===== src/box_average_pyramid_downsample_defines.svh =====
// Assertion helpers for the block's RTL.
`ifndef BOX_AVERAGE_PYRAMID_DOWNSAMPLE_DEFINES_SVH
`define BOX_AVERAGE_PYRAMID_DOWNSAMPLE_DEFINES_SVH

// Invariant that holds at every edge out of reset.
`define BAPD_CHECK(lbl, cond, msg) \
  lbl: assert property (@(posedge clk) disable iff (!rst_n) (cond)) else $error(msg);

// Same-cycle implication.
`define BAPD_CHECK_IMPL(lbl, ante, cons, msg) \
  lbl: assert property (@(posedge clk) disable iff (!rst_n) (ante) |-> (cons)) else $error(msg);

// Next-cycle implication.
`define BAPD_CHECK_NEXT(lbl, ante, cons, msg) \
  lbl: assert property (@(posedge clk) disable iff (!rst_n) (ante) |=> (cons)) else $error(msg);

`endif


===== src/bapd_pkg.sv =====
`default_nettype none

package bapd_pkg;

  localparam int MAX_COLS  = 1024;
  localparam int MAX_ROWS  = 1024;
  localparam int PIX_W     = 16;
  localparam int COL_W     = $clog2(MAX_COLS);
  localparam int ROW_W     = $clog2(MAX_ROWS);
  localparam int POS_W     = (COL_W > ROW_W) ? COL_W : ROW_W;
  localparam int SIZE_W    = 11;
  localparam int EXT_W     = SIZE_W + 1;
  localparam int SH_W      = 3;
  localparam int DATA_W    = 32;
  localparam int ADDR_W    = 4;
  localparam int WORD_W    = 2 * PIX_W;

  // 9 taps of PIX_W bits
  localparam int SUM_W     = PIX_W + 4;
  localparam int RECIP_W   = 22;
  localparam int DIV_SHIFT = 23;
  localparam int PROD_W    = SUM_W + RECIP_W;

  localparam int OUT_DEPTH = 8;
  localparam int PTR_W     = $clog2(OUT_DEPTH);
  localparam int PEND_W    = PTR_W + 1;
  localparam logic [PEND_W-1:0] PEND_MAX = PEND_W'(OUT_DEPTH);

  localparam logic [SH_W-1:0]   SH_MIN   = SH_W'(1);
  localparam logic [SH_W-1:0]   SH_MAX   = SH_W'(5);
  localparam logic [SIZE_W-1:0] COLS_MAX = SIZE_W'(MAX_COLS);
  localparam logic [SIZE_W-1:0] ROWS_MAX = SIZE_W'(MAX_ROWS);

  // register indexes (byte address / 4)
  localparam logic [1:0] REG_SHIFT = 2'd0;
  localparam logic [1:0] REG_COLS  = 2'd1;
  localparam logic [1:0] REG_ROWS  = 2'd2;

  typedef enum logic [1:0] {
    DIV_NINE = 2'd0,
    DIV_SIX  = 2'd1,
    DIV_FOUR = 2'd2
  } div_t;

  typedef struct packed {
    logic hit;
    logic clip;
    logic last;
  } emit_t;

  // control of the item whose line-buffer read is in flight
  typedef struct packed {
    logic valid;
    logic emit;
    logic fwd;
    logic clip_x;
    logic clip_y;
    logic last;
  } s0_ctrl_t;

  typedef struct packed {
    logic valid;
    logic last;
    div_t div;
  } sum_ctrl_t;

  // Does line pos close the window of some destination index along an axis of
  // extent n? clip: window runs past the far edge, first tap dropped.
  function automatic emit_t emit_f(input logic [POS_W-1:0] pos,
                                   input logic [SIZE_W-1:0] n,
                                   input logic [SH_W-1:0] sh);
    logic [EXT_W-1:0] p, s, half, mask, cnt, da, db, ia, ib, ne;
    emit_t e;
    p    = EXT_W'(pos);
    ne   = EXT_W'(n);
    s    = EXT_W'(1) << sh;
    half = s >> 1;
    mask = s - EXT_W'(1);
    cnt  = ne >> sh;
    da   = p - half - EXT_W'(1);
    db   = p - half;
    ia   = da >> sh;
    ib   = db >> sh;
    priority if (p > half && (da & mask) == '0 && ia < cnt) begin
      e.hit  = 1'b1;
      e.clip = 1'b0;
      e.last = (ia + EXT_W'(1)) == cnt;
    end else if ((p + EXT_W'(1)) == ne && p >= half && (db & mask) == '0 && ib < cnt) begin
      e.hit  = 1'b1;
      e.clip = 1'b1;
      e.last = (ib + EXT_W'(1)) == cnt;
    end else begin
      e = '0;
    end
    return e;
  endfunction

  // ceil(2^DIV_SHIFT / n): exact quotient for every SUM_W-bit dividend
  function automatic logic [RECIP_W-1:0] recip_f(input div_t d);
    logic [RECIP_W-1:0] r;
    unique case (d)
      DIV_NINE: r = RECIP_W'(932068);
      DIV_SIX:  r = RECIP_W'(1398102);
      DIV_FOUR: r = RECIP_W'(2097152);
      default:  r = RECIP_W'(932068);
    endcase
    return r;
  endfunction

  // n/2 for round-half-up
  function automatic logic [SUM_W-1:0] round_f(input div_t d);
    logic [SUM_W-1:0] r;
    unique case (d)
      DIV_NINE: r = SUM_W'(4);
      DIV_SIX:  r = SUM_W'(3);
      DIV_FOUR: r = SUM_W'(2);
      default:  r = SUM_W'(4);
    endcase
    return r;
  endfunction

endpackage

`default_nettype wire


===== src/bapd_out_fifo.sv =====
`default_nettype none

module bapd_out_fifo (
  input  wire logic                       clk,
  input  wire logic                       rst_n,
  input  wire logic                       push,
  input  wire logic [bapd_pkg::PIX_W-1:0] push_pixel,
  input  wire logic                       push_last,
  input  wire logic                       pop,
  output      logic                       not_empty,
  output      logic [bapd_pkg::PIX_W-1:0] head_pixel,
  output      logic                       head_last
);

  logic [bapd_pkg::PIX_W:0]    slot_r [bapd_pkg::OUT_DEPTH];
  logic [bapd_pkg::PTR_W-1:0]  wr_ptr_r;
  logic [bapd_pkg::PTR_W-1:0]  rd_ptr_r;
  logic [bapd_pkg::PEND_W-1:0] count_r;
  logic                        do_pop;

  // caller never pushes into a full queue (credit counted upstream)
  assign do_pop = pop && (count_r != '0);

  always_ff @(posedge clk) begin
    if (!rst_n) begin
      wr_ptr_r <= '0;
      rd_ptr_r <= '0;
      count_r  <= '0;
    end else begin
      if (push) begin
        wr_ptr_r <= wr_ptr_r + bapd_pkg::PTR_W'(1);
      end
      if (do_pop) begin
        rd_ptr_r <= rd_ptr_r + bapd_pkg::PTR_W'(1);
      end
      count_r <= count_r + bapd_pkg::PEND_W'(push) - bapd_pkg::PEND_W'(do_pop);
    end
  end

  always_ff @(posedge clk) begin
    if (push) begin
      slot_r[wr_ptr_r] <= {push_last, push_pixel};
    end
  end

  assign not_empty  = count_r != '0;
  assign head_pixel = slot_r[rd_ptr_r][bapd_pkg::PIX_W-1:0];
  assign head_last  = slot_r[rd_ptr_r][bapd_pkg::PIX_W];

endmodule

`default_nettype wire


===== config.mk =====
export PLATFORM = sky130hd
export DESIGN_NAME = bapd_out_fifo
export DESIGN_NICKNAME = d
export VERILOG_FILES = /design/src/box_average_pyramid_downsample_defines.svh /design/src/bapd_pkg.sv /design/src/bapd_out_fifo.sv
export SDC_FILE = /design/constraint.sdc
export NUM_CORES = 1
export LEC_CHECK = 0
export ABC_AREA = 1
export BUFFER_PORTS_ARGS = -buffer_cell sky130_fd_sc_hd__buf_2
export CORE_UTILIZATION = 45
export DETAILED_ROUTE_END_ITERATION = 8
export GPL_TIMING_DRIVEN = 0
export SYNTH_ARGS = -nofsm -noshare
export SYNTH_HDL_FRONTEND = slang
export SYNTH_SLANG_ARGS = --single-unit
export TNS_END_PERCENT = 100

===== constraint.sdc =====
create_clock -name clk -period 2.4 [get_ports clk]
set_input_delay 0.48 -clock clk [delete_from_list [all_inputs] [get_ports clk]]
set_output_delay 0.48 -clock clk [all_outputs]
set_load 0.01 [all_outputs]

# == Yosys cells after proc, flatten, opt, wreduce, memory -nomap -nowiden ==
# Memory sizes are Yosys's and may differ from the RTL's. A register that Yosys moved wholly into a read port is not among the register bits.
# Index checks and enable logic that the tools add are counted.
# op_classes
n_addsub,4
n_mul,0
div_mod_pow,0
order_cmp,0
eq_ne,0
shift,0
muxes,4
bitwise,0
n_reduce_logical,2
# ops
cell,n
"adder 3 x 1 -> 3 bit, second input constant",2
two-way mux 3 bit,2
adder 4 x 1 -> 4 bit,1
nonzero test 4 bit,1
subtractor 4 x 1 -> 4 bit,1
two-way mux 1 bit,2
logical AND 1 bit,1
# word_totals
regBits,10
latchBits,0
ramBits,136
rom_bits,0
inputBits,21
output_inout_bits,18
n_memories,1
# memory_table
name,depth,width,rd,rd_clocked_by_memory_dff,write_ports,line_no,rtl
slot_r,8,17,1,1,1,bapd_out_fifo.sv:15,logic [bapd_pkg::PIX_W:0] slot_r [bapd_pkg::OUT_DEPTH];

# == Longest topological paths before layout ==
# depth
depth_word,4
depth_mapped,11

# == Worst setup path before layout ==
# OpenSTA, ideal clock, no wires.
# synth_timing
path_type,input to register
start,input push
end,memory slot_r[0][0] (netlist name) (enable)
arrival_time_ns,1.585
setup_slack_ns,0.425
stages,3
path_buffers,0
path_cell_list,inv_1 or2_2 nor2_1
# synth_via
elab_chain_cells,2
# synth_rtl
item,line_no,rtl
start: declaration,bapd_out_fifo.sv:6,"input wire logic push,"
two-way mux 1 bit,bapd_out_fifo.sv:41,if (push) begin
two-way mux 1 bit (implied by the code),bapd_out_fifo.sv:42,"slot_r[wr_ptr_r] <= {push_last, push_pixel};"
end: declaration,bapd_out_fifo.sv:15,
# No other way between the ends.

==> run metrics <==
Synth Area in Compound Gates=less than 1%; initial antenna violation count=0; Final min period=between 2000 and 2500 ps; root buf cell=clkbuf_16; clk_skew=6.290 ps; DR DRC count=0; Max Fclk=~0.44 GHz; first-pass GRT wire length=22.43 mm; register area share after synthesis=66.16%; Vias per Instance=a little under 5; Num CTS Buffers=17; Final Hold Viols=0; TritonRoute pass-1 iters=7; P_leak=approximately 0.0036 uW; Startpoint Class=flip-flop; DR WL/cell=around 16 um; Final setup viols=0; synthesized area=around 6600 sq um; Worst Setup End Kind=output pin; Layout Nets=approximately 770; Hold Crit Class=in2reg; Seq cells post-synth=149; vias in the first global route=between 4000 and 5000; Synth Area in Adders=1.448%; post-CTS setup buffer count=0; Overflow after GRT=0; overall die height=approximately 120 um; power per cell area=about 960 nW/um^2; Via Count=4526; status=finished clean; Synth Area in XOR/XNOR=0%; CP arrival=~1800 ps; Layout Area Growth over Synthesis=17.91%; Detail Route Antenna Nets=0; total power=~7500 uW; syn nets=approximately 710; fraction of layout cells with a size suffix above 1=14.32%; Avg Cell Area, Syn=9.699 sq um; worst-path fanout max=10; Ys Warns=0; Clock transition at path regs=around 60 ps; post-synthesis mux area share=0%; Ant. Diodes=0; largest family of logic cells by synthesized area=simple AND/OR/NAND/NOR gates; core area=14040 sq um; largest net degree at the start of global routing=17; Max-cap violations=0; deepest clock path buffer count=2; Final Max Slew Viols=0; die width=approximately 120 um; I/O pin total=39; Final HPWL DP=approximately 9.6 mm; Initial Util=about 47%; clock sink total=between 100 and 150; Hold Slack=about 330 ps; routed wire length=~15 mm; max_slew headroom=roughly 52%; Cells after Synth=just under 700; Hold Buf Count CTS=0; Clock Latency Late Sink=420 ps; Req. time, crit path=~1900 ps; initial DRC count=between 300 and 400; H-tree depth=4; Slew @ Worst Pin=714.8 ps; Synth area leaders=edfxtp_1 (62%), nand2_1 (13%), inv_1 (8.6%), nand3_1 (5.6%), dfxtp_1 (4.0%); die area=roughly 15000 sq um; All-Layer GR Usage=a little over a fifth; Tcrit/Tclk final=between 90% and 100%; Synth Area in Simple Gates=about a fifth; RSZ-0062 raised after global routing=no; Cell variety after synth=18; num rows=43; Yosys top cell by area=edfxtp_1; Max VDD drop=approximately 0.53 mV; CTS tree=built; CP Class=reg2out; port bufs=37; top cell type's share of synthesized area=62.20%; Placer Congestion=~0.76
-- layout by cell type, fill, tap and decap left out, types with 6 or more instances in the layout --
cell type,netlist,layout
a21oi_1,8,8
buf_2,14,50
buf_6,4,6
clkbuf_16,0,17
clkinv_1,1,6
dfxtp_1,13,13
edfxtp_1,136,136
ha_1,6,6
inv_1,151,151
nand2_1,236,236
nand3_1,74,74
nor2_1,17,9
nor2_2,0,8
-- metrics by stage --
step	util [%]	std cells	TNS [ps]	instance area [sq um]	setup slack, ps
after floorplan	-	677	0	6566	425.0
after global placement	49.68	894	-43770	6977	-490.6
after detailed placement	50.81	902	0	7134	221.6
after CTS	55.08	934	0	7735	95.97
after global routing	55.14	934	0	7742	15.39
final	55.14	934	0	7742	118.9
-- final timing paths --
path,endpoint,startpoint,slack (ps),cells past startpoint
worst min-delay path,slot_r[3][7]$_DFFE_PP_,push_pixel[7],330,1
worst max register to register,count_r[2]$_SDFF_PN0_,count_r[2]$_SDFF_PN0_,370,10
worst min register to register,flip-flop,rd_ptr_r[2]$_SDFFE_PN0P_,500,2
worst max-delay path,head_pixel[5],flip-flop,120,8
-- state kept, by name, summed over array words and instances, names as in the netlist, named ones only --
register / cells
wr_ptr_r: 3
count_r: 4
slot_r: 136
rd_ptr_r: 3
-- what timing repair did --
| action | CTS | global route |
|---|---|---|
| resized for setup | 5 | 4 |
| endpoints found under the hold margin | 0 | 0 |
| setup endpoints to repair | 11 | 5 |
-- critical path: stages (launching register included) --
cell	delay (ps)
dfxtp_1	300
buf_4	160
inv_2	140
buf_2	300
nand3_1	120
nand2_1	70
nand2_1	50
nand2_1	100
buf_2	150
-- cell type report --
class | count | area (sq um)
buffer | 26 | 168.9
clock buffer | 18 | 429.2
clock inverter | 14 | 165.2
fill | 1223 | 6300
inverter | 154 | 579.3
multi-input combinational | 348 | 1508
sequential | 149 | 4344
tap | 180 | 225.2
timing repair buffer | 45 | 322.8
-- routing by layer --
layer,vias up,wire (um),share of wire (%),GRT usage [%]
met4,0,326,2.2,10.75
met2,155,7223,49,35.88
met1,2107,6267,43,25.85
li1,2238,-,-,-
met5,-,0,0,0
met3,26,906,6.2,4.089
-- logic make-up (layout without fill, tap and decap cells) --
group                      after synthesis  count (layout)
AOI/OAI and AO/OA                       12              12
adders and majority gates                7               7
buffers and inverters                  180             257
DFF                                    149             149
and+or+nand+nor                        329             329
-- power by group --
part | internal, uW | switching, uW | leakage (uW)
clock | 1710 | 984 | 0.000288
combinational | 617 | 1160 | 0.00198
sequential | 2940 | 38.2 | 0.00134
total | 5270 | 2180 | 0.00361
-- synth_stat cells --
cell,number
dfxtp_1,13
nor2_1,17
buf_4,3
o21ai_0,4
clkinv_1,1
inv_2,2
or2_2,2
fa_1,1
nand2_1,236
a21oi_1,8
clkbuf_1,4
edfxtp_1,136
nand3_1,74
buf_2,14
inv_1,151
buf_6,4
buf_1,1
ha_1,6
Power figures use the tool's default switching activity.
