===== src/box_average_pyramid_downsample_defines.svh =====
// Assertion helpers for the block's RTL.
`ifndef BOX_AVERAGE_PYRAMID_DOWNSAMPLE_DEFINES_SVH
`define BOX_AVERAGE_PYRAMID_DOWNSAMPLE_DEFINES_SVH

// Invariant that holds at every edge out of reset.
`define BAPD_CHECK(lbl, cond, msg) \
  lbl: assert property (@(posedge clk) disable iff (!rst_n) (cond)) else $error(msg);

// Same-cycle implication.
`define BAPD_CHECK_IMPL(lbl, ante, cons, msg) \
  lbl: assert property (@(posedge clk) disable iff (!rst_n) (ante) |-> (cons)) else $error(msg);

// Next-cycle implication.
`define BAPD_CHECK_NEXT(lbl, ante, cons, msg) \
  lbl: assert property (@(posedge clk) disable iff (!rst_n) (ante) |=> (cons)) else $error(msg);

`endif


===== src/bapd_pkg.sv =====
`default_nettype none

package bapd_pkg;

  localparam int MAX_COLS  = 1024;
  localparam int MAX_ROWS  = 1024;
  localparam int PIX_W     = 16;
  localparam int COL_W     = $clog2(MAX_COLS);
  localparam int ROW_W     = $clog2(MAX_ROWS);
  localparam int POS_W     = (COL_W > ROW_W) ? COL_W : ROW_W;
  localparam int SIZE_W    = 11;
  localparam int EXT_W     = SIZE_W + 1;
  localparam int SH_W      = 3;
  localparam int DATA_W    = 32;
  localparam int ADDR_W    = 4;
  localparam int WORD_W    = 2 * PIX_W;

  // 9 taps of PIX_W bits
  localparam int SUM_W     = PIX_W + 4;
  localparam int RECIP_W   = 22;
  localparam int DIV_SHIFT = 23;
  localparam int PROD_W    = SUM_W + RECIP_W;

  localparam int OUT_DEPTH = 8;
  localparam int PTR_W     = $clog2(OUT_DEPTH);
  localparam int PEND_W    = PTR_W + 1;
  localparam logic [PEND_W-1:0] PEND_MAX = PEND_W'(OUT_DEPTH);

  localparam logic [SH_W-1:0]   SH_MIN   = SH_W'(1);
  localparam logic [SH_W-1:0]   SH_MAX   = SH_W'(5);
  localparam logic [SIZE_W-1:0] COLS_MAX = SIZE_W'(MAX_COLS);
  localparam logic [SIZE_W-1:0] ROWS_MAX = SIZE_W'(MAX_ROWS);

  // register indexes (byte address / 4)
  localparam logic [1:0] REG_SHIFT = 2'd0;
  localparam logic [1:0] REG_COLS  = 2'd1;
  localparam logic [1:0] REG_ROWS  = 2'd2;

  typedef enum logic [1:0] {
    DIV_NINE = 2'd0,
    DIV_SIX  = 2'd1,
    DIV_FOUR = 2'd2
  } div_t;

  typedef struct packed {
    logic hit;
    logic clip;
    logic last;
  } emit_t;

  // control of the item whose line-buffer read is in flight
  typedef struct packed {
    logic valid;
    logic emit;
    logic fwd;
    logic clip_x;
    logic clip_y;
    logic last;
  } s0_ctrl_t;

  typedef struct packed {
    logic valid;
    logic last;
    div_t div;
  } sum_ctrl_t;

  // Does line pos close the window of some destination index along an axis of
  // extent n? clip: window runs past the far edge, first tap dropped.
  function automatic emit_t emit_f(input logic [POS_W-1:0] pos,
                                   input logic [SIZE_W-1:0] n,
                                   input logic [SH_W-1:0] sh);
    logic [EXT_W-1:0] p, s, half, mask, cnt, da, db, ia, ib, ne;
    emit_t e;
    p    = EXT_W'(pos);
    ne   = EXT_W'(n);
    s    = EXT_W'(1) << sh;
    half = s >> 1;
    mask = s - EXT_W'(1);
    cnt  = ne >> sh;
    da   = p - half - EXT_W'(1);
    db   = p - half;
    ia   = da >> sh;
    ib   = db >> sh;
    priority if (p > half && (da & mask) == '0 && ia < cnt) begin
      e.hit  = 1'b1;
      e.clip = 1'b0;
      e.last = (ia + EXT_W'(1)) == cnt;
    end else if ((p + EXT_W'(1)) == ne && p >= half && (db & mask) == '0 && ib < cnt) begin
      e.hit  = 1'b1;
      e.clip = 1'b1;
      e.last = (ib + EXT_W'(1)) == cnt;
    end else begin
      e = '0;
    end
    return e;
  endfunction

  // ceil(2^DIV_SHIFT / n): exact quotient for every SUM_W-bit dividend
  function automatic logic [RECIP_W-1:0] recip_f(input div_t d);
    logic [RECIP_W-1:0] r;
    unique case (d)
      DIV_NINE: r = RECIP_W'(932068);
      DIV_SIX:  r = RECIP_W'(1398102);
      DIV_FOUR: r = RECIP_W'(2097152);
      default:  r = RECIP_W'(932068);
    endcase
    return r;
  endfunction

  // n/2 for round-half-up
  function automatic logic [SUM_W-1:0] round_f(input div_t d);
    logic [SUM_W-1:0] r;
    unique case (d)
      DIV_NINE: r = SUM_W'(4);
      DIV_SIX:  r = SUM_W'(3);
      DIV_FOUR: r = SUM_W'(2);
      default:  r = SUM_W'(4);
    endcase
    return r;
  endfunction

endpackage

`default_nettype wire


===== src/bapd_avg_div.sv =====
`default_nettype none

module bapd_avg_div (
  input  wire logic                       clk,
  input  wire logic                       rst_n,
  input  wire bapd_pkg::sum_ctrl_t        sum_ctl,
  input  wire logic [bapd_pkg::SUM_W-1:0] sum,
  output      logic                       push,
  output      logic [bapd_pkg::PIX_W-1:0] avg,
  output      logic                       last
);

  logic [bapd_pkg::SUM_W-1:0]  dividend;
  logic [bapd_pkg::PROD_W-1:0] prod_r;
  logic                        valid_r;
  logic                        last_r;

  // (sum + n/2) * ceil(2^k/n) >> k
  assign dividend = sum + bapd_pkg::round_f(sum_ctl.div);

  always_ff @(posedge clk) begin
    if (!rst_n) begin
      valid_r <= 1'b0;
    end else begin
      valid_r <= sum_ctl.valid;
    end
  end

  always_ff @(posedge clk) begin
    if (sum_ctl.valid) begin
      prod_r <= bapd_pkg::PROD_W'(dividend) *
                bapd_pkg::PROD_W'(bapd_pkg::recip_f(sum_ctl.div));
      last_r <= sum_ctl.last;
    end
  end

  assign push = valid_r;
  assign avg  = prod_r[bapd_pkg::DIV_SHIFT +: bapd_pkg::PIX_W];
  assign last = last_r;

endmodule

`default_nettype wire


===== config.mk =====
export PLATFORM = sky130hd
export DESIGN_NAME = bapd_avg_div
export DESIGN_NICKNAME = d
export VERILOG_FILES = /design/src/box_average_pyramid_downsample_defines.svh /design/src/bapd_pkg.sv /design/src/bapd_avg_div.sv
export SDC_FILE = /design/constraint.sdc
export NUM_CORES = 1
export LEC_CHECK = 0
export ABC_AREA = 1
export CORE_MARGIN = 3
export CORE_UTILIZATION = 58
export CTS_BUF_LIST = sky130_fd_sc_hd__clkbuf_16
export DETAILED_ROUTE_END_ITERATION = 8
export DONT_BUFFER_PORTS = 1
export PLACE_DENSITY = 0.78
export SLEW_MARGIN = 15
export SYNTH_ARGS = -nofsm -noshare
export SYNTH_HDL_FRONTEND = slang
export SYNTH_SLANG_ARGS = --single-unit

===== constraint.sdc =====
create_clock -name clk -period 11.2 [get_ports clk]
set_input_delay 0.56 -clock clk [delete_from_list [all_inputs] [get_ports clk]]
set_output_delay 0.56 -clock clk [all_outputs]
set_load 0.1 [all_outputs]

## Word-level counts from Yosys, hierarchy flattened

Index checks and enable logic that the tools add are counted.

- Multipliers: 1
- Eq/ne operators: 2
- $add $sub $neg: 1
- Muxes and demuxes: 3

Operators with widths:

| kind | number |
|---|---|
| case mux 22 bit (2 select lines) | 1 |
| multiplier 20 x 22 -> 39 bit | 1 |
| 2-to-1 mux 22 bit | 1 |
| adder 20 bit | 1 |
| case mux 3 bit (2 select lines) | 1 |
| == test 2 x 1 -> 1 bit (second input constant) | 1 |
| == test 2 bit (second input constant) | 1 |

- Register bits: 41
- Word-level logic and storage cells: 10
- Input port bits: 26
- Output and inout bits: 18

## Depth between registers and ports, before layout

- Word-level depth: 4
- Depth in mapped cells: 40
- Gate-level depth less buffers: 39

## Worst setup path before layout

OpenSTA, ideal clock, no wires.

- Path type: input-to-reg
- Start point: in sum_ctl[0] (netlist bit)
- End point: reg prod_r[35] (netlist bit) (data pin)
- Slack: 3.536 ns
- Stages: 35
- Required time: 10.948 ns
- Arrival time: 7.412 ns
- Cell sequence: inv_1 > ha_1 > clkinv_1 > clkbuf_1 > ha_1 > nand3_1 > nand2_1 > nand2_1 > nor2_1 > xor2_1 > inv_1 > nor2_1 > inv_1 > fa_1 > inv_1 > fa_1 > inv_1 > fa_1 > inv_1 > fa_1 > fa_1 > fa_1 > inv_1 > fa_1 > inv_1 > ha_1 > nand2_1 > nor2_1 > nand2_1 > nor4_1 > nand2_1 > nand2_1 > nand2_1 > nand3_1 > nand2_1

- Cells in the longest elaborated chain, start to end: 4
- Elaborated cells on any way between the ends: 7

RTL lines:

| what | line | source |
|---|---|---|
| start, declared | bapd_avg_div.sv:6 | `input wire bapd_pkg::sum_ctrl_t sum_ctl,` |
| == test 2 bit / == test 2 x 1 -> 1 bit (equally long branches) | bapd_pkg.sv:101, bapd_pkg.sv:113 |  |
| case mux 3 bit (2 select lines) / case mux 22 bit (2 select lines) (equally long branches) | bapd_pkg.sv:113, bapd_pkg.sv:101 |  |
| adder 20 bit / 2-to-1 mux 22 bit (equally long branches) | bapd_avg_div.sv:19, bapd_avg_div.sv:30 |  |
| multiplier 20 x 22 -> 39 bit * | bapd_avg_div.sv:31 | `prod_r <= bapd_pkg::PROD_W'(dividend) *` |
| end signal, assigned | bapd_avg_div.sv:31 |  |
| end, declared | bapd_avg_div.sv:14 | `logic [bapd_pkg::PROD_W-1:0] prod_r;` |

Mark *: on every way between the ends. The rest lies on a longest branch, timed or not. The select of a mux whose other input is x is not followed.
A chain may end at the register's enable or synchronous reset.

## Final worst setup path

- Start point: in sum_ctl[0] (netlist bit)
- End point: reg prod_r[26] (netlist bit) (data pin)

Same word-level chain as after synthesis.

==> results.md <==
| Metric | Reported |
|---|---|
| Result of the run | completed |
| Antenna cell count | 0 |
| Max Cap Viol | 0 |
| Share of the clock period used by the worst path after layout | 0.7864 |
| Number of global-route vias before repair | 9202 |
| Endpoint type of the worst setup path | register |
| H-tree lvl count | 1 |
| Largest cells by area after synthesis | sky130_fd_sc_hd__fa_1 38%, sky130_fd_sc_hd__ha_1 20%, sky130_fd_sc_hd__inv_1 15% |
| Share of post-route cells with drive strength above 1 | 0.01545 |
| Rows | 49 |
| Synth top area share | 0.3762 |
| Count of instances resized after the clock tree is built | 0 |
| Placement-stage worst setup slack | 2.267 ns |
| Max Transition Viols Final | 0 |
| Time the final worst path needs with I/O delays and setup | 8.808 ns |
| Via count | 8489 |
| Boundary Pins | 44 |
| Critical setup path kind | input pin to register |
| Sequential-to-total area share from yosys stat | 0.04864 |
| Synthesis warning total | 0 |
| Maximum number of pins on one net before global-route repair | 27 |
| GRT Total Usage | 0.2952 |
| Core box area | 18210 um2 |
| Die Wd | 143.1 um |
| Clock transition at the registers of the reported paths | 0.06 ns |
| Number of synthesized register bits | 18 |
| Cell area after synthesis | 10910 um2 |
| Number of CTS-inserted buffers | 3 |
| Clock tree from TritonCTS | done |
| Initial Util | 0.5991 |
| Fill count | 1649 |
| Count of endpoints failing setup in the final report | 0 |
| Critical path startpoint category | input pin |
| Final antenna-violating net count | 0 |
| First-pass GRT wire length | 46.82 mm |
| Hold buffers post-CTS | 0 |
| Accumulated negative setup slack | 0 ns |
| Detailed placer's ending HPWL | 25.92 mm |
| Maximum fanout along the worst path | 18 |
| Most instantiated cells after synthesis | 431 x sky130_fd_sc_hd__inv_1, 205 x sky130_fd_sc_hd__fa_1, 199 x sky130_fd_sc_hd__nand2_1 |
| Highest clock frequency the design can meet | 113.5 MHz |
| Count of buffers from port buffering | 0 |
| Data arrival time of the critical path | 8.81 ns |
| Unrepaired setup endpoints after global routing | no |
| Number of flops mapped to enable cells by yosys | 17 |
| Async S/R FF share, synth | 0 |
| Distinct cells, synth | 35 |
| Worst path slowest cell | sky130_fd_sc_hd__clkinv_1 |
| Yosys top cell by area | sky130_fd_sc_hd__fa_1 |
| Number of standard cells after synthesis | 1361 |
| Final Routed Wirelength | 28.08 mm |
| Required time of the critical path | 11.20 ns |
| Fin. Hold Viols | 0 |
| Most used standard cell by instance count after synthesis | sky130_fd_sc_hd__inv_1 |
| Final nets | 1762 |
| Storage element area | 530.5 um2 |
| Area growth from synthesis to final layout | 3.131% |
| Sum of overflow across all layers after global routing | 0 |
| # Post-CTS Setup Buffers | 0 |
| DR pass1 iterations | 5 |
| Die outline area | 20490 um2 |
| Initial antenna violation count | 0 |
| Synthesized area per cell | 8.015 um2 |
| TritonCTS sink count | 18 |
| Most frequently used flop master after synthesis | sky130_fd_sc_hd__edfxtp_1 |
| Combined area of the multi-input logic cells | 8721 um2 |
| Maximum clock path buffer count | 2 |
| Final RePlAce weighted congestion | 0.9771 |
| Vias per std cell | 5.346 |
| Residual DRC | 0 |
| Total nets after synthesis | 1763 |
| CP peak stage delay | 0.62 ns |
| Minimum setup slack in the final design | 2.392 ns |
| Worst rel slew slack | 0.2062 |
| DR WL/cell | 17.68 um |
| Clock root buffer | sky130_fd_sc_hd__clkbuf_16 |
| Transition time at the pin with the least slew margin | 1.191 ns |
| Die Ht | 143.1 um |
| Min-delay worst type | input pin to register |
| Iteration-0 DRC Markers | 518 |
[kinds of logic after synthesis]
family	share of synthesized area
adders and majority gates	0.5724
AOI/OAI and AO/OA	0.04829
DFF	0.04864
and+or+nand+nor	0.1580
buffers and inverters	0.1519
xor gates and xnor gates	0.02088
[critical path: cells and delay by family]
kind	cells	cell delay [ns]
and+or+nand+nor	10	1.61
adders and majority gates	10	5.16
buffers and inverters	8	1.11
xor gates and xnor gates	1	0.38
[path summary, 6_finish.rpt]
kind,startpoint,end,slack [ns],depth (start not counted)
hold / removal,sum_ctl[3],push,0.40,2
setup / recovery,sum_ctl[0],prod_r[26],2.39,29
[registers in the layout, indices dropped and copies added (netlist names)]
signal and cells:
prod_r 16, last 1, push 1
[layout by cell type (no fill, tap or decap), types with 2 or more instances in the layout]
cell type / netlist / layout
sky130_fd_sc_hd__nand3_1: 34 / 34
sky130_fd_sc_hd__nand4_1: 8 / 8
sky130_fd_sc_hd__fa_1: 205 / 205
sky130_fd_sc_hd__xor2_1: 17 / 17
sky130_fd_sc_hd__a21o_1: 7 / 7
sky130_fd_sc_hd__a21oi_1: 39 / 39
sky130_fd_sc_hd__a31oi_1: 4 / 4
sky130_fd_sc_hd__nor4_1: 5 / 5
sky130_fd_sc_hd__clkbuf_16: 0 / 3
sky130_fd_sc_hd__a21boi_0: 3 / 3
sky130_fd_sc_hd__clkinv_1: 2 / 3
sky130_fd_sc_hd__nand3b_1: 4 / 4
sky130_fd_sc_hd__xnor2_1: 9 / 9
sky130_fd_sc_hd__edfxtp_1: 17 / 17
sky130_fd_sc_hd__or2_4: 2 / 2
sky130_fd_sc_hd__nor2_4: 2 / 2
sky130_fd_sc_hd__inv_1: 431 / 431
sky130_fd_sc_hd__o21ai_0: 17 / 17
sky130_fd_sc_hd__nor2_1: 130 / 130
sky130_fd_sc_hd__or2_2: 7 / 7
sky130_fd_sc_hd__nand2_1: 199 / 199
sky130_fd_sc_hd__ha_1: 171 / 171
sky130_fd_sc_hd__nand2_2: 2 / 2
sky130_fd_sc_hd__o21bai_1: 15 / 15
sky130_fd_sc_hd__nor3_1: 16 / 16
sky130_fd_sc_hd__inv_2: 2 / 2
[per-stage QoR]
| step | cells | util | hold WS [ns] | instance area [um2] |
|---|---|---|---|---|
| floorplan | 1361 | - | 0.6535 | 10910 |
| global placement | 1584 | 0.6135 | 0.6572 | 11170 |
| detailed placement | 1584 | 0.6135 | 0.6590 | 11170 |
| CTS | 1588 | 0.6178 | 0.3945 | 11250 |
| global route | 1588 | 0.6178 | 0.3913 | 11250 |
| finish | 1588 | 0.6178 | 0.3951 | 11250 |
[cell type report]
| class | instances | area share |
|---|---|---|
| clock buffers | 3 | 0.006673 |
| clock inverters | 1 | 0.0003337 |
| inverters | 435 | 0.1451 |
| multi-input cells | 902 | 0.7752 |
| flip-flops and latches | 18 | 0.04716 |
| well taps | 229 | 0.02547 |
[per-layer routing]
layer  global-route usage  share of wire  vias up
li1                     -              -     4025
met1               0.3981           0.42     4059
met2               0.4955           0.47      340
met3              0.04086          0.073       65
met4              0.09505          0.039        0
met5                    0              0        -
Power is not shown: default switching activity piles up to over one toggle a cycle in this logic, so the estimate is an artifact.
