--- src/box_average_pyramid_downsample_defines.svh ---
// Assertion helpers for the block's RTL.
`ifndef BOX_AVERAGE_PYRAMID_DOWNSAMPLE_DEFINES_SVH
`define BOX_AVERAGE_PYRAMID_DOWNSAMPLE_DEFINES_SVH

// Invariant that holds at every edge out of reset.
`define BAPD_CHECK(lbl, cond, msg) \
  lbl: assert property (@(posedge clk) disable iff (!rst_n) (cond)) else $error(msg);

// Same-cycle implication.
`define BAPD_CHECK_IMPL(lbl, ante, cons, msg) \
  lbl: assert property (@(posedge clk) disable iff (!rst_n) (ante) |-> (cons)) else $error(msg);

// Next-cycle implication.
`define BAPD_CHECK_NEXT(lbl, ante, cons, msg) \
  lbl: assert property (@(posedge clk) disable iff (!rst_n) (ante) |=> (cons)) else $error(msg);

`endif

--- src/bapd_pkg.sv ---
`default_nettype none

package bapd_pkg;

  localparam int MAX_COLS  = 1024;
  localparam int MAX_ROWS  = 1024;
  localparam int PIX_W     = 16;
  localparam int COL_W     = $clog2(MAX_COLS);
  localparam int ROW_W     = $clog2(MAX_ROWS);
  localparam int POS_W     = (COL_W > ROW_W) ? COL_W : ROW_W;
  localparam int SIZE_W    = 11;
  localparam int EXT_W     = SIZE_W + 1;
  localparam int SH_W      = 3;
  localparam int DATA_W    = 32;
  localparam int ADDR_W    = 4;
  localparam int WORD_W    = 2 * PIX_W;

  // 9 taps of PIX_W bits
  localparam int SUM_W     = PIX_W + 4;
  localparam int RECIP_W   = 22;
  localparam int DIV_SHIFT = 23;
  localparam int PROD_W    = SUM_W + RECIP_W;

  localparam int OUT_DEPTH = 8;
  localparam int PTR_W     = $clog2(OUT_DEPTH);
  localparam int PEND_W    = PTR_W + 1;
  localparam logic [PEND_W-1:0] PEND_MAX = PEND_W'(OUT_DEPTH);

  localparam logic [SH_W-1:0]   SH_MIN   = SH_W'(1);
  localparam logic [SH_W-1:0]   SH_MAX   = SH_W'(5);
  localparam logic [SIZE_W-1:0] COLS_MAX = SIZE_W'(MAX_COLS);
  localparam logic [SIZE_W-1:0] ROWS_MAX = SIZE_W'(MAX_ROWS);

  // register indexes (byte address / 4)
  localparam logic [1:0] REG_SHIFT = 2'd0;
  localparam logic [1:0] REG_COLS  = 2'd1;
  localparam logic [1:0] REG_ROWS  = 2'd2;

  typedef enum logic [1:0] {
    DIV_NINE = 2'd0,
    DIV_SIX  = 2'd1,
    DIV_FOUR = 2'd2
  } div_t;

  typedef struct packed {
    logic hit;
    logic clip;
    logic last;
  } emit_t;

  // control of the item whose line-buffer read is in flight
  typedef struct packed {
    logic valid;
    logic emit;
    logic fwd;
    logic clip_x;
    logic clip_y;
    logic last;
  } s0_ctrl_t;

  typedef struct packed {
    logic valid;
    logic last;
    div_t div;
  } sum_ctrl_t;

  // Does line pos close the window of some destination index along an axis of
  // extent n? clip: window runs past the far edge, first tap dropped.
  function automatic emit_t emit_f(input logic [POS_W-1:0] pos,
                                   input logic [SIZE_W-1:0] n,
                                   input logic [SH_W-1:0] sh);
    logic [EXT_W-1:0] p, s, half, mask, cnt, da, db, ia, ib, ne;
    emit_t e;
    p    = EXT_W'(pos);
    ne   = EXT_W'(n);
    s    = EXT_W'(1) << sh;
    half = s >> 1;
    mask = s - EXT_W'(1);
    cnt  = ne >> sh;
    da   = p - half - EXT_W'(1);
    db   = p - half;
    ia   = da >> sh;
    ib   = db >> sh;
    priority if (p > half && (da & mask) == '0 && ia < cnt) begin
      e.hit  = 1'b1;
      e.clip = 1'b0;
      e.last = (ia + EXT_W'(1)) == cnt;
    end else if ((p + EXT_W'(1)) == ne && p >= half && (db & mask) == '0 && ib < cnt) begin
      e.hit  = 1'b1;
      e.clip = 1'b1;
      e.last = (ib + EXT_W'(1)) == cnt;
    end else begin
      e = '0;
    end
    return e;
  endfunction

  // ceil(2^DIV_SHIFT / n): exact quotient for every SUM_W-bit dividend
  function automatic logic [RECIP_W-1:0] recip_f(input div_t d);
    logic [RECIP_W-1:0] r;
    unique case (d)
      DIV_NINE: r = RECIP_W'(932068);
      DIV_SIX:  r = RECIP_W'(1398102);
      DIV_FOUR: r = RECIP_W'(2097152);
      default:  r = RECIP_W'(932068);
    endcase
    return r;
  endfunction

  // n/2 for round-half-up
  function automatic logic [SUM_W-1:0] round_f(input div_t d);
    logic [SUM_W-1:0] r;
    unique case (d)
      DIV_NINE: r = SUM_W'(4);
      DIV_SIX:  r = SUM_W'(3);
      DIV_FOUR: r = SUM_W'(2);
      default:  r = SUM_W'(4);
    endcase
    return r;
  endfunction

endpackage

`default_nettype wire

--- src/bapd_window_sum.sv ---
`default_nettype none

module bapd_window_sum (
  input  wire logic                        clk,
  input  wire logic                        rst_n,
  input  wire bapd_pkg::s0_ctrl_t          s0,
  input  wire logic [bapd_pkg::PIX_W-1:0]  pixel,
  input  wire logic [bapd_pkg::WORD_W-1:0] rd_data,
  output      logic [bapd_pkg::WORD_W-1:0] wr_data,
  output      bapd_pkg::sum_ctrl_t         sum_ctl_r,
  output      logic [bapd_pkg::SUM_W-1:0]  sum_r
);

  logic [bapd_pkg::WORD_W-1:0] fwd_word_r;
  logic [bapd_pkg::WORD_W-1:0] word;
  logic [bapd_pkg::PIX_W-1:0]  col [3];
  logic [bapd_pkg::PIX_W-1:0]  win_r [6];
  logic [bapd_pkg::SUM_W-1:0]  tap [9];
  logic [bapd_pkg::SUM_W-1:0]  sum_nxt;
  bapd_pkg::div_t              div_nxt;

  // word layout: older row in the upper half, newer row in the lower
  assign word    = s0.fwd ? fwd_word_r : rd_data;
  assign col[0]  = word[bapd_pkg::PIX_W +: bapd_pkg::PIX_W];
  assign col[1]  = word[0 +: bapd_pkg::PIX_W];
  assign col[2]  = pixel;
  assign wr_data = {col[1], pixel};

  always_comb begin
    for (int j = 0; j < 3; j++) begin
      for (int i = 0; i < 3; i++) begin
        if ((s0.clip_x && j == 0) || (s0.clip_y && i == 0)) begin
          tap[j*3+i] = '0;
        end else if (j < 2) begin
          tap[j*3+i] = bapd_pkg::SUM_W'(win_r[j*3+i]);
        end else begin
          tap[j*3+i] = bapd_pkg::SUM_W'(col[i]);
        end
      end
    end
    sum_nxt = (tap[0] + tap[1] + tap[2]) + (tap[3] + tap[4] + tap[5]) +
              (tap[6] + tap[7] + tap[8]);
  end

  always_comb begin
    priority if (s0.clip_x && s0.clip_y) begin
      div_nxt = bapd_pkg::DIV_FOUR;
    end else if (s0.clip_x || s0.clip_y) begin
      div_nxt = bapd_pkg::DIV_SIX;
    end else begin
      div_nxt = bapd_pkg::DIV_NINE;
    end
  end

  always_ff @(posedge clk) begin
    if (!rst_n) begin
      for (int k = 0; k < 6; k++) begin
        win_r[k] <= '0;
      end
      sum_ctl_r.valid <= 1'b0;
    end else begin
      sum_ctl_r.valid <= s0.valid && s0.emit;
      if (s0.valid) begin
        sum_ctl_r.last <= s0.last;
        sum_ctl_r.div  <= div_nxt;
        win_r[0] <= win_r[3];
        win_r[1] <= win_r[4];
        win_r[2] <= win_r[5];
        win_r[3] <= col[0];
        win_r[4] <= col[1];
        win_r[5] <= col[2];
      end
    end
  end

  always_ff @(posedge clk) begin
    if (s0.valid) begin
      fwd_word_r <= wr_data;
      sum_r      <= sum_nxt;
    end
  end

endmodule

`default_nettype wire

--- config.mk ---
export PLATFORM = sky130hd
export DESIGN_NAME = bapd_window_sum
export DESIGN_NICKNAME = d
export VERILOG_FILES = /design/src/box_average_pyramid_downsample_defines.svh /design/src/bapd_pkg.sv /design/src/bapd_window_sum.sv
export SDC_FILE = /design/constraint.sdc
export NUM_CORES = 1
export LEC_CHECK = 0
export BUFFER_PORTS_ARGS = -buffer_cell sky130_fd_sc_hd__buf_2
export CAP_MARGIN = 20
export CORE_MARGIN = 2
export CORE_UTILIZATION = 43
export CTS_CLUSTER_SIZE = 24
export DETAILED_ROUTE_END_ITERATION = 12
export HOLD_SLACK_MARGIN = 0.02
export PLACE_DENSITY = 0.72
export SYNTH_ARGS = -nofsm -noshare
export SYNTH_HDL_FRONTEND = slang
export SYNTH_SLANG_ARGS = --single-unit
--- constraint.sdc ---
create_clock -name clk -period 5.7 [get_ports clk]
set_clock_uncertainty 0.15 [all_clocks]
set_input_delay 0.285 -clock clk [delete_from_list [all_inputs] [get_ports clk]]
set_output_delay 0.285 -clock clk [all_outputs]
set_load 0.01 [all_outputs]
---- Word-level counts from Yosys, hierarchy flattened ----
Memory sizes are Yosys's and may differ from the RTL's.
Cells that the tools add are included.
storage, ports and cells
  register bits ........................... 56
  bits in latches ......................... 0
  memory bits (writable) .................. 96
  memory bits (read-only) ................. 0
  input port bits ......................... 56
  output and inout port bits .............. 56
  logic and storage cells ................. 41
  memories ................................ 1
memory list
  name   depth  width  read ports  clocked after memory_dff  wr ports  line                   source
  win_r  6      16     6           0                         6         bapd_window_sum.sv:17  logic [bapd_pkg::PIX_W-1:0] win_r [6];
cells by class
  add/sub/neg operators ................... 8
  multipliers ............................. 0
  divide/modulo/power cells ............... 0
  order comparisons ....................... 0
  equality and inequality tests ........... 0
  shift operators ......................... 0
  mux-type cells .......................... 17
  bitwise operators ....................... 6
  reduce and logical (&&, ||, !) cells .... 4
operator list
  cell                                       count
  16-bit two-way mux                         11
  17-bit by 16-bit adder with 18-bit output  3
  16-bit by 16-bit adder with 17-bit output  3
  32-bit two-way mux                         1
  19-bit by 18-bit adder with 20-bit output  1
  18-bit by 18-bit adder with 19-bit output  1
  1-bit OR                                   6
  1-bit two-way mux                          5
  1-bit logical AND                          2
  2-bit AND reduction                        1
  1-bit logical OR                           1

---- Depth between registers and ports, before layout ----
Gate-level depths: netlist of the first run.
  depth in word-level cells ............... 6
  depth in mapped cells ................... 21
  mapped depth without buffers ............ 19

---- Worst setup path before layout of the first run ----
No wires, ideal clock.
  path type ............................... input port to flip-flop
  from .................................... input s0[3] in the netlist's numbering
  to ...................................... register sum_r[18] in the netlist's numbering, data pin
  library setup time ...................... 0.262 ns
  arrival time ............................ 4.679 ns
  data required time ...................... 5.288 ns
  slack ................................... 0.609 ns
  stages on the path ...................... 20
  buffers on the path ..................... 2
  cells stage by stage .................... clkbuf_1 buf_2 mux2i_1 or2_2 fa_1 inv_1 fa_1 fa_1 inv_1 fa_1 inv_1 ha_1 inv_1 fa_1 nand2b_1 a21oi_2 o21ai_2 a211o_1 o211ai_2 xor2_1
between the ends
  longest elaborated chain between the ends .. 5
ends and longest elaborated chain
  element                                      line                   source
  start, declared                              bapd_window_sum.sv:6   input wire bapd_pkg::s0_ctrl_t s0,
  32-bit two-way mux *                         bapd_window_sum.sv:23  assign word = s0.fwd ? fwd_word_r : rd_data;
  16-bit two-way mux                           bapd_window_sum.sv:32  if ((s0.clip_x && j == 0) || (s0.clip_y && i == 0)) begin
  16-bit by 16-bit adder with 17-bit output *  bapd_window_sum.sv:42  (tap[6] + tap[7] + tap[8]);
  17-bit by 16-bit adder with 18-bit output *  bapd_window_sum.sv:42
  19-bit by 18-bit adder with 20-bit output *  bapd_window_sum.sv:41  sum_nxt = (tap[0] + tap[1] + tap[2]) + (tap[3] + tap[4] + tap[5]) +
  net sum_nxt, one bit                         bapd_window_sum.sv:19  logic [bapd_pkg::SUM_W-1:0] sum_nxt;
  end signal, assigned                         bapd_window_sum.sv:79  sum_r <= sum_nxt;
  end, declared                                bapd_window_sum.sv:11  output logic [bapd_pkg::SUM_W-1:0] sum_r
Mark *: on every way through the listed nets, which the timed path passes. The rest lies on a longest branch.
A chain may end at the register's enable or synchronous reset.

---- Worst setup path in the final report of the first run ----
  from .................................... register fwd_word_r[18] in the netlist's numbering
  to ...................................... register sum_r[18] in the netlist's numbering, data pin
between the ends
  longest elaborated chain between the ends .. 5
ends and longest elaborated chain
  element                                    line                   source
  start, declared                            bapd_window_sum.sv:14  logic [bapd_pkg::WORD_W-1:0] fwd_word_r;
  start signal, assigned                     bapd_window_sum.sv:78  fwd_word_r <= wr_data;
  32-bit two-way mux                         bapd_window_sum.sv:23
  16-bit two-way mux                         bapd_window_sum.sv:32
  16-bit by 16-bit adder with 17-bit output  bapd_window_sum.sv:42
  17-bit by 16-bit adder with 18-bit output  bapd_window_sum.sv:42
  19-bit by 18-bit adder with 20-bit output  bapd_window_sum.sv:41
  net sum_nxt, one bit                       bapd_window_sum.sv:19
The timed path passes the listed nets, and every way through them passes these cells.

==> results.tsv, run 1 <==
stage	metric	value	unit
status	status	finished, final reports clean	
detailed_routing	wire length on met2	9.12	mm
clock_network	CTS root buffer	sky130_fd_sc_hd__clkbuf_16	
die	Die Area	0.0242	mm2
die	standard-cell row count	55	
clock_network	number of levels the H-tree was split into	4	
clock_network	worst skew pair latency	0.44	ns
detailed_routing	wire length on met1	8.96	mm
cells_and_area	number of cells in the finished layout apart from fillers	1188	
clock_network	setup fix buffers added after clock tree synthesis	0	
global_route	overall fraction of global-route tracks in use	16.9	%
detailed_routing	met3 routed wirelength	873	um
timing	Total Negative Setup Slacks	0	ns
detailed_routing	Routed WL per cell	16.2	um
synth	Mapped Cells	794	
synth	syn nets	981	
power_and_ir_drop	post-layout power	0.00520	W
placement	final weighted congestion in routability-driven placement	0.810	
detailed_routing	highest layer used for signal routing	met4	
die	Starting Density	43.7	%
global_route	largest net degree at the start of global routing	91	
timing	fin. max-slew vios	0	
clock_network	cts bufs inserted	17	
worst_setup_path	CP Capture Type	flop	
worst_setup_path	required time reported for the critical path endpoint	5.74	ns
timing	RSZ-0062 raised after global routing	false	
global_route	number of antenna violations at the first check in global routing	0	
clock_network	TritonCTS clock tree	yes	
timing	transition time at the pin with the least slew margin	0.995	ns
die	Horiz. Die Dim	155	um
clock_network	clock sinks	152	
power_and_ir_drop	Worst VDD drop	0.000337	V
synth	share of async-settable or async-resettable flops after synthesis	0	%
synth	EDFF count, synth	151	
placement	total of buffers placed on input and output ports	111	
synth	main flop type after synthesis	sky130_fd_sc_hd__edfxtp_1	
cells_and_area	Area growth syn-to-layout	13.9	%
cells_and_area	Finished Cell Area	0.0112	mm2
power_and_ir_drop	power per standard cell area	463	mW/mm2
cells_and_area	fraction of final layout cells with drive strength greater than 1	19.6	%
global_route	global route total overflow	0	
timing	final worst setup slack	0.797	ns
global_route	number of global-route vias before repair	6081	
timing	Highest Clock Rate	204	MHz
hold_path	terminating pin of the worst hold path	win_r[3][8]	
detailed_routing	Vias	5762	
detailed_routing	1st-iter DRT viols	342	
hold_path	worst hold stages	3	
placement	Inst Count DP	1139	
die	IO Count	112	
cells_and_area	Register Area	0.00455	mm2
hold_path	hold path start	rd_data[24]	
worst_setup_path	worst-path cell chain	mux2i_1, or2_2, fa_1, inv_1, fa_1, fa_1, inv_1, fa_1, inv_1, ha_1, inv_1, fa_1, nand2b_1, a21oi_2, o21ai_2, a211o_1, o211ai_2, xor2_1	
detailed_routing	per-cell via count in the routed design	4.85	
synth	register area share after synthesis	46.2	%
placement	detailed placer's ending HPWL	14.2	mm
synth	Synth area leader	sky130_fd_sc_hd__edfxtp_1	
detailed_routing	post-route antenna net violation count	0	
placement	Place WS	0.377	ns
worst_setup_path	Max Fanout on Critical Path	3	
die	area of the core	0.0226	mm2
synth	share of the synthesized area in the top cell type	46.0	%
hold_path	Hold Path Class	primary input to flop	
timing	number of setup violations in the final report	0	
power_and_ir_drop	Lkg Pwr	5.28	nW
synth	average size of a mapped cell	12.4	um2
timing	Final Hold Viols	0	
placement	post-place instance area	0.0105	mm2
worst_setup_path	Reg-to-Reg End	sum_r[18]	
clock_network	number of buffers on the longest clock path	2	
detailed_routing	DRT Wirelength	19.2	mm
worst_setup_path	stage delay of the slowest cell on the critical path	0.49	ns
cells_and_area	net total in the final layout	1078	
timing	post-route minimum period	4.90	ns
worst_setup_path	crit path kind	flop to flop	
clock_network	Clock Pin Slew Worst Setup and Hold Paths	0.06	ns
timing	headroom to the max-slew limit	33.7	%
worst_setup_path	CP dominant cell by count	sky130_fd_sc_hd__fa_1	
timing	final worst-path cycle share	86.0	%
worst_setup_path	CP max-delay cell	sky130_fd_sc_hd__fa_1	
detailed_routing	number of detailed-routing iterations run before antenna repair	5	
synth	number of distinct library cells after synthesis	45	
worst_setup_path	worst setup slack for register-to-register paths	0.80	ns
cells_and_area	number of antenna cells inserted	0	
worst_setup_path	data arrival time of the critical path	4.94	ns
die	Die Y-Extent	155	um
worst_setup_path	start of the worst register-to-register path	fwd_word_r[18]	
worst_setup_path	launching element type of the critical path	flop	
job	number of maximum-capacitance constraint violations	0	
synth	count of warnings emitted by yosys	0	
worst_setup_path	length in cells of the worst reg-to-reg path	18	
cells_and_area	count of fill cells added during filler insertion	1985	
synth	cell area after synthesis	0.00986	mm2
cells_and_area	most common cell after layout, fill and taps aside	sky130_fd_sc_hd__edfxtp_1	
cells_and_area	multi-input combinational cell area	0.00442	mm2
detailed_routing	DRC errors left	0	
synth	ranking of synthesized cells by area	sky130_fd_sc_hd__edfxtp_1, sky130_fd_sc_hd__fa_1, sky130_fd_sc_hd__inv_1	
global_route	global-route wire length before repair	31.2	mm
cells_and_area	commonest cells after routing, fill and taps aside	sky130_fd_sc_hd__edfxtp_1, sky130_fd_sc_hd__inv_1, sky130_fd_sc_hd__fa_1, sky130_fd_sc_hd__buf_2	
synth	flip-flop and latch count after synthesis	152	
cell families after synthesis:
| family | count (synthesis) | share of synthesized area (%) |
|---|---|---|
| DFF | 152 | 46.2 |
| and+or+nand+nor | 223 | 12.4 |
| adders and majority gates | 131 | 25.0 |
| muxes | 32 | 3.27 |
| AOI/OAI and AO/OA | 40 | 2.96 |
| xor gates and xnor gates | 13 | 1.15 |
| buffers and inverters | 203 | 9.07 |
power by group:
group	leakage (nW)	internal (W)	switching [W]
clock network	0.249	0.000592	0.000457
registers	1.60	0.00150	0.0000475
logic	3.43	0.00105	0.00155
worst max-delay path, delay by kind of cell (launching register included):
family / cells / cell delay [ns]
AO/OA/AOI/OAI: 4 / 0.79
flip-flops: 1 / 0.32
XOR/XNOR: 1 / 0.08
multiplexers: 1 / 0.08
adder cells (fa/ha/maj): 6 / 2.50
buffers and inverters: 4 / 0.24
AND/OR/NAND/NOR: 2 / 0.50
metal layers:
| layer | GRT usage, % | vias to the layer above |
|---|---|---|
| met5 | 0 | - |
| met2 | 27.3 | 143 |
| met3 | 3.37 | 16 |
| met1 | 22.9 | 2879 |
| met4 | 5.77 | 0 |
| li1 | - | 2724 |
worst max path at each step:
stage | from | to | slack (ns) | cells after the start
5_1_grt | fwd_word_r[2] | sum_r[18] | 0.54 | 17
3_3_place_gp | s0[3] | sum_r[19] | 0.50 | 16
4_1_cts | fwd_word_r[2] | sum_r[18] | 0.79 | 17
2_1_floorplan | s0[3] | sum_r[18] | 0.61 | 20
6_report | fwd_word_r[18] | sum_r[18] | 0.80 | 18
3_5_place_dp | s0[3] | sum_r[18] | 0.38 | 18
state kept, by name (all words and copies together) (netlist names):
signal	cells
fwd_word_r	32
win_r	96
sum_r	20
sum_ctl_r	4
stage by stage:
step                      hold WS (ns)  utilization (%)
after floorplan                  0.234                -
after global placement           0.322             46.6
after detailed placement         0.320             46.6
after CTS                       0.0338             49.8
after global routing            0.0663             49.8
final                           0.0396             49.8
cell usage after synthesis (all sizes together), types with 2 or more instances:
library cell	n
a211o	2
a211oi	2
a21boi	2
a21o	3
a21oi	14
a31oi	2
and2	20
and3	53
buf	38
clkbuf	25
edfxtp	151
fa	110
ha	21
inv	140
mux2	2
mux2i	30
nand2	13
nand2b	9
nand3	5
nand4	2
nor2	53
nor2b	44
nor3	7
o21ai	9
or2	15
xnor2	8
xor2	5
layout make-up:
class	instances	area share (%)
multi-input cells	439	39.3
clock inverters	13	0.958
inverters	140	4.68
well taps	285	3.17
clock buffers	18	3.82
flip-flops and latches	152	40.5
repair buffers	141	7.48
timing repair:
action	4_1_cts	5_1_grt
gates resized for setup	0	0
endpoints found under the hold margin	18	0
hold buffers	18	0
No activity file was read; power rests on OpenSTA's default activity.
==> inputs of run 2 (changes only) <==
Settings changed: CORE_UTILIZATION 43 to 55, PLACE_DENSITY 0.72 to 0.86.
==> run 2 against run 1 <==
Global-route usage increased by 5.8 points. Critical endpoint unchanged. Fmax decreased by 1.3%. Die area decreased by 21%. Largest cell class unchanged. Sequential cell count unchanged.
==> results.tsv, run 2 (synthesis gave the netlist of run 1 again) <==
stage	metric	value	unit	change
status	status	finished, final reports clean		unchanged
timing	fin. max-slew vios	0		unchanged
global_route	number of antenna violations at the first check in global routing	0		unchanged
die	standard-cell row count	48		was 55
hold_path	hold path start	rd_data[23]		was rd_data[24]
clock_network	Clock Pin Slew Worst Setup and Hold Paths	0.07	ns	was 0.06 ns
hold_path	worst hold stages	3		unchanged
job	number of maximum-capacitance constraint violations	0		unchanged
worst_setup_path	launching element type of the critical path	flop		unchanged
worst_setup_path	CP max-delay cell	sky130_fd_sc_hd__fa_1		unchanged
cells_and_area	max FFs per register	96		unchanged
detailed_routing	per-cell via count in the routed design	5.25		was 4.85
global_route	largest net degree at the start of global routing	57		was 91
timing	Final Hold Viols	0		unchanged
detailed_routing	DRC errors left	0		unchanged
die	Die Y-Extent	138	um	was 155 um
worst_setup_path	worst-path cell chain	mux2i_1, or2_2, fa_1, inv_1, fa_1, fa_1, inv_1, fa_1, inv_1, ha_1, inv_1, fa_1, nand2b_1, a21oi_2, o21ai_2, a211o_1, o211ai_2, xor2_1		unchanged
worst_setup_path	worst setup slack for register-to-register paths	0.73	ns	was 0.80 ns
die	Die Area	0.0190	mm2	was 0.0242 mm2
timing	headroom to the max-slew limit	40.5	%	was 33.7%
detailed_routing	post-route antenna net violation count	0		unchanged
timing	Total Negative Setup Slacks	0	ns	unchanged
worst_setup_path	start of the worst register-to-register path	fwd_word_r[18]		unchanged
cells_and_area	number of antenna cells inserted	0		unchanged
timing	post-route minimum period	4.97	ns	was 4.90 ns
worst_setup_path	required time reported for the critical path endpoint	5.73	ns	was 5.74 ns
timing	Hold Worst Slack	0.0423	ns	was 0.0396 ns
worst_setup_path	family with the most delay on the worst path	adder cells		unchanged
global_route	global route total overflow	0		unchanged
clock_network	clock sinks	152		unchanged
global_route	number of global-route vias before repair	6263		was 6,081
hold_path	Hold Path Class	primary input to flop		unchanged
timing	Highest Clock Rate	201	MHz	was 204 MHz
cells_and_area	register name with the most flops	win_r		unchanged
cells_and_area	commonest cells after routing, fill and taps aside	sky130_fd_sc_hd__edfxtp_1, sky130_fd_sc_hd__inv_1, sky130_fd_sc_hd__fa_1, sky130_fd_sc_hd__buf_2		unchanged
detailed_routing	1st-iter DRT viols	543		was 342
power_and_ir_drop	Lkg Pwr	5.30	nW	was 5.28 nW
die	Horiz. Die Dim	138	um	was 155 um
worst_setup_path	CP Capture Type	flop		unchanged
placement	detailed placer's ending HPWL	14.1	mm	was 14.2 mm
worst_setup_path	crit path kind	flop to flop		unchanged
global_route	global-route wire length before repair	31.9	mm	was 31.2 mm
global_route	overall fraction of global-route tracks in use	22.7	%	was 16.9%
cells_and_area	most common cell after layout, fill and taps aside	sky130_fd_sc_hd__edfxtp_1		unchanged
power_and_ir_drop	Worst VDD drop	0.000351	V	was 0.000337 V
clock_network	TritonCTS clock tree	yes		unchanged
clock_network	cts bufs inserted	17		unchanged
timing	number of setup violations in the final report	0		unchanged
die	IO Count	112		unchanged
placement	final weighted congestion in routability-driven placement	0.892		was 0.810
detailed_routing	number of detailed-routing iterations run before antenna repair	4		was 5
hold_path	terminating pin of the worst hold path	win_r[3][7]		was win_r[3][8]
detailed_routing	Vias	5921		was 5,762
cells_and_area	Area growth syn-to-layout	13.6	%	was 13.9%
timing	final worst-path cycle share	87.2	%	was 86.0%
power_and_ir_drop	power per standard cell area	475	mW/mm2	was 463 mW/mm2
placement	total of buffers placed on input and output ports	111		unchanged
timing	transition time at the pin with the least slew margin	0.893	ns	was 0.995 ns
clock_network	setup fix buffers added after clock tree synthesis	0		unchanged
die	Starting Density	56.6	%	was 43.7%
worst_setup_path	length in cells of the worst reg-to-reg path	18		unchanged
worst_setup_path	Max Fanout on Critical Path	3		unchanged
worst_setup_path	stage delay of the slowest cell on the critical path	0.49	ns	about the same
detailed_routing	DRT Wirelength	19.8	mm	was 19.2 mm
worst_setup_path	Reg-to-Reg End	sum_r[18]		unchanged
die	area of the core	0.0174	mm2	was 0.0226 mm2
worst_setup_path	CP startpoint	fwd_word_r[18]		unchanged
cells_and_area	fraction of final layout cells with drive strength greater than 1	19.7	%	was 19.6%
clock_network	number of buffers on the longest clock path	2		unchanged
cells_and_area	largest registers	win_r x96, fwd_word_r x32, sum_r x20		unchanged
worst_setup_path	CP dominant cell by count	sky130_fd_sc_hd__fa_1		unchanged
timing	RSZ-0062 raised after global routing	false		unchanged
detailed_routing	Routed WL per cell	17.5	um	was 16.2 um
cells_and_area	net total in the final layout	1077		was 1,078
worst_setup_path	data arrival time of the critical path	5.00	ns	was 4.94 ns
clock_network	CTS root buffer	sky130_fd_sc_hd__clkbuf_16		unchanged
worst_setup_path	sum of buffers and inverters on the critical path	4		unchanged
clock_network	number of levels the H-tree was split into	4		unchanged
clock_network	worst skew pair latency	0.43	ns	was 0.44 ns
[run 2: cell count changes in the layout (fill, tap and decap cells not counted), sizes merged]
cell	delta
bufinv	+2
inv	+2
buf	-1
clkbuf	-1
clkinv	-1
clkinvlp	-1
[run 2: final cells by class]
cell class              count  area (um2)
fillers                  1285        6210
multi-input cells         439        4420
repair buffers            140         821
clock inverters            15         176
well taps                 225         282
inverters                 140         526
flip-flops and latches    152        4550
clock buffers              17         425
[run 2: repair_timing]
item	in CTS	in global routing
endpoints found under the hold margin	18	0
gates resized for setup	0	0
setup endpoints to repair	0	0
hold buffers	18	0
[run 2: per-layer routing]
metal  share of wire [%]  track usage, %
met3                 4.6            4.50
met1                  43            30.6
met5                   0               0
met2                  49            36.7
met4                 2.5            8.56
[run 2: stage by stage]
| stage | util [%] | cell area (um2) | total power, W | cells | setup WS, ns |
|---|---|---|---|---|---|
| after floorplan | - | 9860 | 0.00350 | 794 | 0.609 |
| after global placement | 59.8 | 10400 | 0.00401 | 1078 | 0.477 |
| after detailed placement | 59.8 | 10400 | 0.00412 | 1078 | 0.401 |
| after CTS | 64.3 | 11200 | 0.00532 | 1128 | 0.764 |
| after global routing | 64.3 | 11200 | 0.00572 | 1128 | 0.529 |
| final | 64.3 | 11200 | 0.00533 | 1128 | 0.732 |
[run 2: worst max-delay path by stage]
stage | to | slack [ns] | depth (start not counted)
floorplan | sum_r[18] | 0.61 | 20
global placement | sum_r[16] | 0.48 | 18
detailed placement | sum_r[16] | 0.40 | 18
CTS | sum_r[18] | 0.76 | 18
global route | sum_r[18] | 0.53 | 18
finish | sum_r[18] | 0.73 | 18
[run 2: power breakdown]
part           switching (W)  leakage, nW  internal, W
logic                0.00155         3.42      0.00105
clock network       0.000475        0.281     0.000689
registers          0.0000501         1.60      0.00150
total                0.00208         5.30      0.00325
[run 2: worst reg2reg max path, cell delays in order (launching register included)]
cell	delay (ns)
sky130_fd_sc_hd__edfxtp_1	0.34
sky130_fd_sc_hd__mux2i_1	0.09
sky130_fd_sc_hd__or2_2	0.30
sky130_fd_sc_hd__fa_1	0.48
sky130_fd_sc_hd__inv_1	0.05
sky130_fd_sc_hd__fa_1	0.46
sky130_fd_sc_hd__fa_1	0.49
sky130_fd_sc_hd__inv_1	0.05
sky130_fd_sc_hd__fa_1	0.44
sky130_fd_sc_hd__inv_1	0.07
sky130_fd_sc_hd__ha_1	0.17
sky130_fd_sc_hd__inv_1	0.07
sky130_fd_sc_hd__fa_1	0.45
sky130_fd_sc_hd__nand2b_1	0.19
sky130_fd_sc_hd__a21oi_2	0.23
sky130_fd_sc_hd__o21ai_2	0.08
sky130_fd_sc_hd__a211o_1	0.31
sky130_fd_sc_hd__o211ai_2	0.20
sky130_fd_sc_hd__xor2_1	0.09
